File: src/rtl/mcsp_pkg.sv
// ----------------------------------------------------------------------------
// mcsp_pkg
// Shared types and constants of the multi-channel servo pulse generator.
// ----------------------------------------------------------------------------
`default_nettype none

package mcsp_pkg;

    localparam int POS_W  = 16;
    localparam int CHAN_W = 8;
    localparam int PIN_W  = 8;
    localparam int ADDR_W = 4;
    localparam int DATA_W = 32;

    localparam int               DEF_CHANNELS     = 8;
    localparam logic [POS_W-1:0] DEF_CENTER_PULSE = 16'd150;

    localparam logic [POS_W-1:0] MIN_PULSE_RESET    = 16'd100;
    localparam logic [POS_W-1:0] MAX_PULSE_RESET    = 16'd200;
    localparam logic [POS_W-1:0] FRAME_LENGTH_RESET = 16'd2000;

    // Register indexes, taken from paddr[3:2].
    typedef enum logic [1:0] {
        REG_MIN_PULSE    = 2'd0,
        REG_MAX_PULSE    = 2'd1,
        REG_FRAME_LENGTH = 2'd2,
        REG_NONE         = 2'd3
    } reg_index_t;

    // Input item.
    typedef struct packed {
        logic              action;
        logic [CHAN_W-1:0] channel;
        logic [POS_W-1:0]  position;
    } item_t;

    // Result item.
    typedef struct packed {
        logic [PIN_W-1:0] pin_levels;
        logic             frame_start;
    } result_t;

    // Command broadcast to every channel cell for one accepted item.
    typedef struct packed {
        logic              tick;
        logic              restart;
        logic              fall_en;
        logic [POS_W-1:0]  count;
        logic              write;
        logic [CHAN_W-1:0] channel;
        logic [POS_W-1:0]  position;
    } cell_cmd_t;

endpackage

`default_nettype wire

File: src/rtl/mcsp_cell.sv
// ----------------------------------------------------------------------------
// mcsp_cell
// One servo channel: stored position, output level, and its place in the
// level chain that collects every channel's next level.
// ----------------------------------------------------------------------------
`default_nettype none

module mcsp_cell #(
    parameter int                      CHANNELS     = mcsp_pkg::DEF_CHANNELS,
    parameter int                      INDEX        = 0,
    parameter logic [mcsp_pkg::POS_W-1:0] CENTER_PULSE = mcsp_pkg::DEF_CENTER_PULSE
) (
    input  wire logic                 clk,
    input  wire logic                 rst_n,
    input  wire mcsp_pkg::cell_cmd_t  cmd,
    input  wire logic [CHANNELS-1:0]  levels_in,
    output logic      [CHANNELS-1:0]  levels_out
);
    import mcsp_pkg::*;

    logic [POS_W-1:0] pos_reg;
    logic [POS_W-1:0] pos_next;
    logic             level_reg;
    logic             level_next;

    always_comb
    begin
        pos_next   = pos_reg;
        level_next = level_reg;
        if (cmd.write && (cmd.channel == CHAN_W'(INDEX)))
        begin
            pos_next = cmd.position;
        end
        if (cmd.tick)
        begin
            if (cmd.restart)
            begin
                level_next = 1'b1;
            end
            else if (cmd.fall_en && (pos_reg == cmd.count))
            begin
                level_next = 1'b0;
            end
        end
    end

    always_comb
    begin
        levels_out        = levels_in;
        levels_out[INDEX] = level_next;
    end

    always_ff @(posedge clk or negedge rst_n)
    begin
        if (!rst_n)
        begin
            pos_reg   <= CENTER_PULSE;
            level_reg <= 1'b1;
        end
        else
        begin
            pos_reg   <= pos_next;
            level_reg <= level_next;
        end
    end

endmodule

`default_nettype wire

File: src/rtl/multi_channel_servo_pulse_generator.sv
// ----------------------------------------------------------------------------
// multi_channel_servo_pulse_generator
// Servo pulse generator: one shared tick counter and a chain of channel cells.
// ----------------------------------------------------------------------------
//
//  Channel   Signals                               Direction  Transfer when
//  item      item_valid, item_stall, item          in         valid && !stall
//  result    result_valid, result_stall, result    out        valid && !stall
//  config    psel, penable, pwrite, paddr, pwdata  in         psel && penable
//            prdata, pready                                   && pwrite
//
// An item is accepted, the counter and all cells update at that edge, and
// its result sits in the output buffer on the next cycle. One item can be
// accepted in every cycle while item_stall is low; each cell compares its
// position against the shared counter combinationally.
// A two-entry output buffer (output register plus skid register) lets the
// block keep taking items while one result waits; item_stall is high only
// when both entries are full.
// Reset is asynchronous and active low: the counter clears, every position
// returns to the center value, every pin goes high, and the buffer empties.
//
// ----------------------------------------------------------------------------
`default_nettype none

module multi_channel_servo_pulse_generator #(
    parameter int                         CHANNELS     = mcsp_pkg::DEF_CHANNELS,
    parameter logic [mcsp_pkg::POS_W-1:0] CENTER_PULSE = mcsp_pkg::DEF_CENTER_PULSE
) (
    input  wire logic                          clk,
    input  wire logic                          rst_n,

    input  wire logic                          item_valid,
    output logic                               item_stall,
    input  wire mcsp_pkg::item_t               item,

    output logic                               result_valid,
    input  wire logic                          result_stall,
    output mcsp_pkg::result_t                  result,

    input  wire logic                          psel,
    input  wire logic                          penable,
    input  wire logic                          pwrite,
    input  wire logic [mcsp_pkg::ADDR_W-1:0]   paddr,
    input  wire logic [mcsp_pkg::DATA_W-1:0]   pwdata,
    output logic      [mcsp_pkg::DATA_W-1:0]   prdata,
    output logic                               pready
);
    import mcsp_pkg::*;

    // Configuration registers.
    logic [POS_W-1:0] min_pulse_reg;
    logic [POS_W-1:0] max_pulse_reg;
    logic [POS_W-1:0] frame_length_reg;
    logic             cfg_write;
    reg_index_t       cfg_index;

    // Shared tick counter.
    logic [POS_W-1:0] tick_count_reg;
    logic [POS_W-1:0] tick_count_next;
    logic [POS_W-1:0] count_inc;

    // Output buffer.
    result_t          result_reg;
    logic             result_valid_reg;
    result_t          skid_reg;
    logic             skid_valid_reg;

    logic             item_accept;
    logic             result_pop;
    cell_cmd_t        cmd;
    logic [POS_W-1:0] clamped;
    logic [CHANNELS-1:0] levels_chain [0:CHANNELS];
    logic [PIN_W-1:0] pins;
    result_t          result_new;

    assign pready    = 1'b1;
    assign cfg_write = psel && penable && pwrite;
    assign cfg_index = reg_index_t'(paddr[3:2]);

    always_comb
    begin
        unique case (cfg_index)
            REG_MIN_PULSE:    prdata = DATA_W'(min_pulse_reg);
            REG_MAX_PULSE:    prdata = DATA_W'(max_pulse_reg);
            REG_FRAME_LENGTH: prdata = DATA_W'(frame_length_reg);
            default:          prdata = '0;
        endcase
    end

    always_ff @(posedge clk or negedge rst_n)
    begin
        if (!rst_n)
        begin
            min_pulse_reg    <= MIN_PULSE_RESET;
            max_pulse_reg    <= MAX_PULSE_RESET;
            frame_length_reg <= FRAME_LENGTH_RESET;
        end
        else if (cfg_write)
        begin
            unique case (cfg_index)
                REG_MIN_PULSE:    min_pulse_reg    <= pwdata[POS_W-1:0];
                REG_MAX_PULSE:    max_pulse_reg    <= pwdata[POS_W-1:0];
                REG_FRAME_LENGTH: frame_length_reg <= pwdata[POS_W-1:0];
                default:          ;
            endcase
        end
    end

    // The block only stalls when both buffer entries hold results.
    assign item_stall  = skid_valid_reg;
    assign item_accept = item_valid && !skid_valid_reg;
    assign result_pop  = result_valid_reg && !result_stall;

    // The counter wraps at 16 bits; the frame restarts only on an exact match.
    assign count_inc = tick_count_reg + POS_W'(1);

    // Below the minimum wins over above the maximum.
    always_comb
    begin
        priority if (item.position < min_pulse_reg)
        begin
            clamped = min_pulse_reg;
        end
        else if (item.position > max_pulse_reg)
        begin
            clamped = max_pulse_reg;
        end
        else
        begin
            clamped = item.position;
        end
    end

    always_comb
    begin
        cmd.tick     = item_accept && !item.action;
        cmd.restart  = (count_inc == frame_length_reg);
        cmd.fall_en  = (count_inc >= min_pulse_reg);
        cmd.count    = count_inc;
        // A write to a channel beyond the last cell is dropped here.
        cmd.write    = item_accept && item.action && (item.channel < CHAN_W'(CHANNELS));
        cmd.channel  = item.channel;
        cmd.position = clamped;
    end

    always_comb
    begin
        tick_count_next = tick_count_reg;
        if (cmd.tick)
        begin
            tick_count_next = cmd.restart ? '0 : count_inc;
        end
    end

    always_ff @(posedge clk or negedge rst_n)
    begin
        if (!rst_n)
        begin
            tick_count_reg <= '0;
        end
        else
        begin
            tick_count_reg <= tick_count_next;
        end
    end

    // Each cell adds its next level to the vector handed on by its neighbor.
    assign levels_chain[0] = '0;

    for (genvar i = 0; i < CHANNELS; i++)
    begin : g_cell
        mcsp_cell #(
            .CHANNELS     (CHANNELS),
            .INDEX        (i),
            .CENTER_PULSE (CENTER_PULSE)
        ) u_cell (
            .clk        (clk),
            .rst_n      (rst_n),
            .cmd        (cmd),
            .levels_in  (levels_chain[i]),
            .levels_out (levels_chain[i+1])
        );
    end

    // Pins beyond the channel count read as low; channels beyond the pin
    // count are kept but not shown.
    for (genvar b = 0; b < PIN_W; b++)
    begin : g_pin
        if (b < CHANNELS)
        begin : g_used
            assign pins[b] = levels_chain[CHANNELS][b];
        end
        else
        begin : g_unused
            assign pins[b] = 1'b0;
        end
    end

    assign result_new.pin_levels  = pins;
    assign result_new.frame_start = cmd.tick && cmd.restart;

    // Output register with a skid entry behind it.
    always_ff @(posedge clk or negedge rst_n)
    begin
        if (!rst_n)
        begin
            result_valid_reg <= 1'b0;
            skid_valid_reg   <= 1'b0;
        end
        else if (!result_valid_reg || result_pop)
        begin
            result_valid_reg <= skid_valid_reg || item_accept;
            skid_valid_reg   <= 1'b0;
        end
        else if (item_accept)
        begin
            skid_valid_reg <= 1'b1;
        end
    end

    always_ff @(posedge clk)
    begin
        if (!result_valid_reg || result_pop)
        begin
            if (skid_valid_reg)
            begin
                result_reg <= skid_reg;
            end
            else if (item_accept)
            begin
                result_reg <= result_new;
            end
        end
        else if (item_accept)
        begin
            skid_reg <= result_new;
        end
    end

    assign result_valid = result_valid_reg;
    assign result       = result_reg;

    // The skid entry is only ever filled behind a waiting result.
    a_skid_behind_result : assert property (@(posedge clk) disable iff (!rst_n)
        skid_valid_reg |-> result_valid_reg)
        else $error("skid entry holds a result while the output register is empty");

    // A tick that restarts the frame leaves the counter at zero.
    a_restart_clears_count : assert property (@(posedge clk) disable iff (!rst_n)
        (cmd.tick && cmd.restart) |=> (tick_count_reg == '0))
        else $error("counter not cleared after a frame restart");

    // A position write never moves the counter.
    a_write_keeps_count : assert property (@(posedge clk) disable iff (!rst_n)
        (item_accept && item.action) |=> $stable(tick_count_reg))
        else $error("counter changed on a position write");

    // Every accepted item produces a result in the buffer on the next cycle.
    a_accept_fills_buffer : assert property (@(posedge clk) disable iff (!rst_n)
        item_accept |=> result_valid_reg)
        else $error("accepted item left no result in the output buffer");

endmodule

`default_nettype wire

File: config.mk
export PLATFORM = sky130hd
export DESIGN_NAME = multi_channel_servo_pulse_generator
export DESIGN_NICKNAME = d
export VERILOG_FILES = /design/src/rtl/mcsp_pkg.sv /design/src/rtl/mcsp_cell.sv /design/src/rtl/multi_channel_servo_pulse_generator.sv
export SDC_FILE = /design/constraint.sdc
export NUM_CORES = 1
export LEC_CHECK = 0
export BUFFER_PORTS_ARGS = -buffer_cell sky130_fd_sc_hd__buf_2
export CORE_MARGIN = 10
export CORE_UTILIZATION = 65
export CTS_CLUSTER_SIZE = 8
export DETAILED_ROUTE_END_ITERATION = 6
export GPL_TIMING_DRIVEN = 0
export PLACE_DENSITY = 0.86
export SLEW_MARGIN = 40
export SYNTH_ARGS = -nofsm -noshare
export SYNTH_HDL_FRONTEND = slang
export SYNTH_HIERARCHICAL = 1
export SYNTH_SLANG_ARGS = --single-unit
File: constraint.sdc
create_clock -name clk -period 10.7 [get_ports clk]
set_input_delay 1.07 -clock clk [delete_from_list [all_inputs] [get_ports clk]]
set_output_delay 1.07 -clock clk [all_outputs]
set_load 0.01 [all_outputs]
==> flow_metrics.env <==
export IMPL_status="finished, final reports clean"
export IMPL_tns_ps=0
export IMPL_finalNetCount=1419
export IMPL_whs_ps=495.8
export IMPL_crit_required_ps=10980
export IMPL_synth_area_mm2=0.01364
export IMPL_power_per_cell_area_mw_per_mm2=178.4
export IMPL_die_x_um=164.9
export IMPL_drive_gt1_frac=0.3544
export IMPL_cts_tree="yes"
export IMPL_cts_repair_resized=0
export IMPL_fin_crit_ps=6502
export IMPL_antenna_found_initial=0
export IMPL_avgSynthCellArea_um2=11.69
export IMPL_core_area_mm2=0.02043
export IMPL_grt_pass1_vias=10270
export IMPL_max_slew_margin_rel=0.3927
export IMPL_multi_input_area_mm2=0.007420
export IMPL_numCtsBuffers=31
export IMPL_clk_latency_ps=550
export IMPL_finalSetupViolCount=0
export IMPL_cpMostUsedCell="buf_4"
export IMPL_cpMaxStageDelayCell="nor3_1"
export IMPL_die_area_mm2=0.02719
export IMPL_track_usage=0.2696
export IMPL_rsz0062_at_grt="false"
export IMPL_n_fill_cell=1267
export IMPL_largest_reg_flops=128
export IMPL_period_share=0.6076
export IMPL_layout_commonest_cell="dfrtp_1"
export IMPL_num_antenna_cells=0
export IMPL_seq_area_mm2=0.005660
export IMPL_grt_max_degree=76
export IMPL_place_gp_congestion=0.9624
export IMPL_grt_pass1_wl_um=57830
export IMPL_ant_nets=0
export IMPL_hold_path_class="in2async"
export IMPL_crit_path_end_kind="register"
export IMPL_vias=9936
export IMPL_syn_to_final_growth_pct=14.55
export IMPL_worstPathArrival_ps=6780
export IMPL_avgRoutedWirePerCell_um=23.00
export IMPL_grt_remaining_overflow=0
export IMPL_yosys_warnings=6
export IMPL_hpwl_um=26250
export IMPL_vias_per_cell=6.226
export IMPL_maxCapViolations=0
export IMPL_crit_type="reg2reg"
export IMPL_hold_violations=0
export IMPL_reg2reg_depth=21
export IMPL_critPathMaxStageDelay_ps=630
export IMPL_htree_levels=1
export IMPL_final_cell_mix="dfrtp_1, xnor2_1, mux2_2, buf_2, mux2_4"
export IMPL_p_leak_uw=0.007098
export IMPL_initial_core_util=0.6679
export IMPL_cts_path_max_buffers=3
export IMPL_skew_ps=26.81
export IMPL_netlist_instances=1167
export IMPL_die_h_um=164.9
export IMPL_setup_worst_path_start_class="register"
export IMPL_root_buffer="clkbuf_16"
export IMPL_cts_hold_fix_buffers=0
export IMPL_port_buffers=76
export IMPL_path_max_fanout=10
export IMPL_first_pass_iters=5
export IMPL_ir_drop_mv=0.1828
export IMPL_clkTransAtPathRegs_ps=50
export IMPL_drt_iter0_drc=900
export IMPL_dp_cells=1539
export IMPL_fmax_mhz=153.8
export IMPL_placementRows=52
export IMPL_cts_setup_buffers=0
export IMPL_drc=0
export IMPL_crit_chain="ha_1 > clkbuf_1 > inv_1 > nor3_1 > xnor2_2 > buf_4 > ha_1 > nand4_1 > or4_1 > o21ai_1 > nand4b_1 > nor4_1 > a41oi_1 > buf_4 > buf_4 > buf_4 > buf_4 > buf_4 > buf_4 > buf_4 > mux2_2"
export IMPL_ioPinCount=112
export IMPL_finalNonFillerCells=1596
export IMPL_wl_um=36700
export IMPL_cts_sinks=220
export IMPL_drv_slew=0
export IMPL_worst_slew_pin_slew_ps=910.2
==> per-layer routing <==
metal,part of all wire,wire length [µm],track usage
met5,0,0,0
met4,0.030,1113,0.08655
met3,0.086,3147,0.05377
met2,0.47,17330,0.4389
met1,0.41,15110,0.3546
==> critical path: cells and delay by family (launching register included) <==
family	cells	cell delay [ps]
AO/OA/AOI/OAI	2	790
XOR/XNOR	1	260
adder cells (fa/ha/maj)	2	530
buffers and inverters	10	1850
flip-flops	1	470
multiplexers	1	250
AND/OR/NAND/NOR	5	2080
==> layout make-up <==
type / count / share of cell area
buffer: 89 / 0.04035
clock buffer: 55 / 0.05604
clock inverter: 1 / 0.0005604
inverter: 46 / 0.01105
multi-input combinational: 827 / 0.4747
sequential: 220 / 0.3622
tap: 270 / 0.02161
timing repair buffer: 88 / 0.03354
==> worst paths after layout <==
| check | startpoint | end | slack, ps |
|---|---|---|---|
| max in group asynchronous | rst_n | g_cell[7].u_cell/pos_reg[1]$_DFFE_PN1P_ | 9370 |
| hold reg to reg | g_cell[1].u_cell/pos_reg[10]$_DFFE_PN0P_ | g_cell[1].u_cell/pos_reg[10]$_DFFE_PN0P_ | 520 |
| hold / removal | rst_n | min_pulse_reg[11]$_DFFE_PN0P_ | 500 |
| setup reg to reg | tick_count_reg[1]$_DFFE_PN0P_ | result[2]$_DFFE_PP_ | 4200 |
| min in group clk | g_cell[1].u_cell/pos_reg[10]$_DFFE_PN0P_ | g_cell[1].u_cell/pos_reg[10]$_DFFE_PN0P_ | 520 |
| setup / recovery | tick_count_reg[1]$_DFFE_PN0P_ | result[2]$_DFFE_PP_ | 4200 |
==> power by group <==
| part | switching, µW | internal [µW] |
|---|---|---|
| clock | 356 | 544 |
| combinational | 544 | 347 |
| sequential | 85.6 | 913 |
==> metrics by stage <==
stage / power (µW) / util / cell area (µm²) / worst slack, ps
2_1_floorplan: 1538 / - / 13700 / 5196
3_3_place_gp: 1792 / 0.7058 / 14420 / 3720
3_5_place_dp: 1854 / 0.7202 / 14710 / 4515
4_1_cts: 2771 / 0.7635 / 15600 / 4360
5_1_grt: 2902 / 0.7651 / 15630 / 3811
6_report: 2789 / 0.7651 / 15630 / 4198
Note: power is estimated with default switching activity, not from simulation.
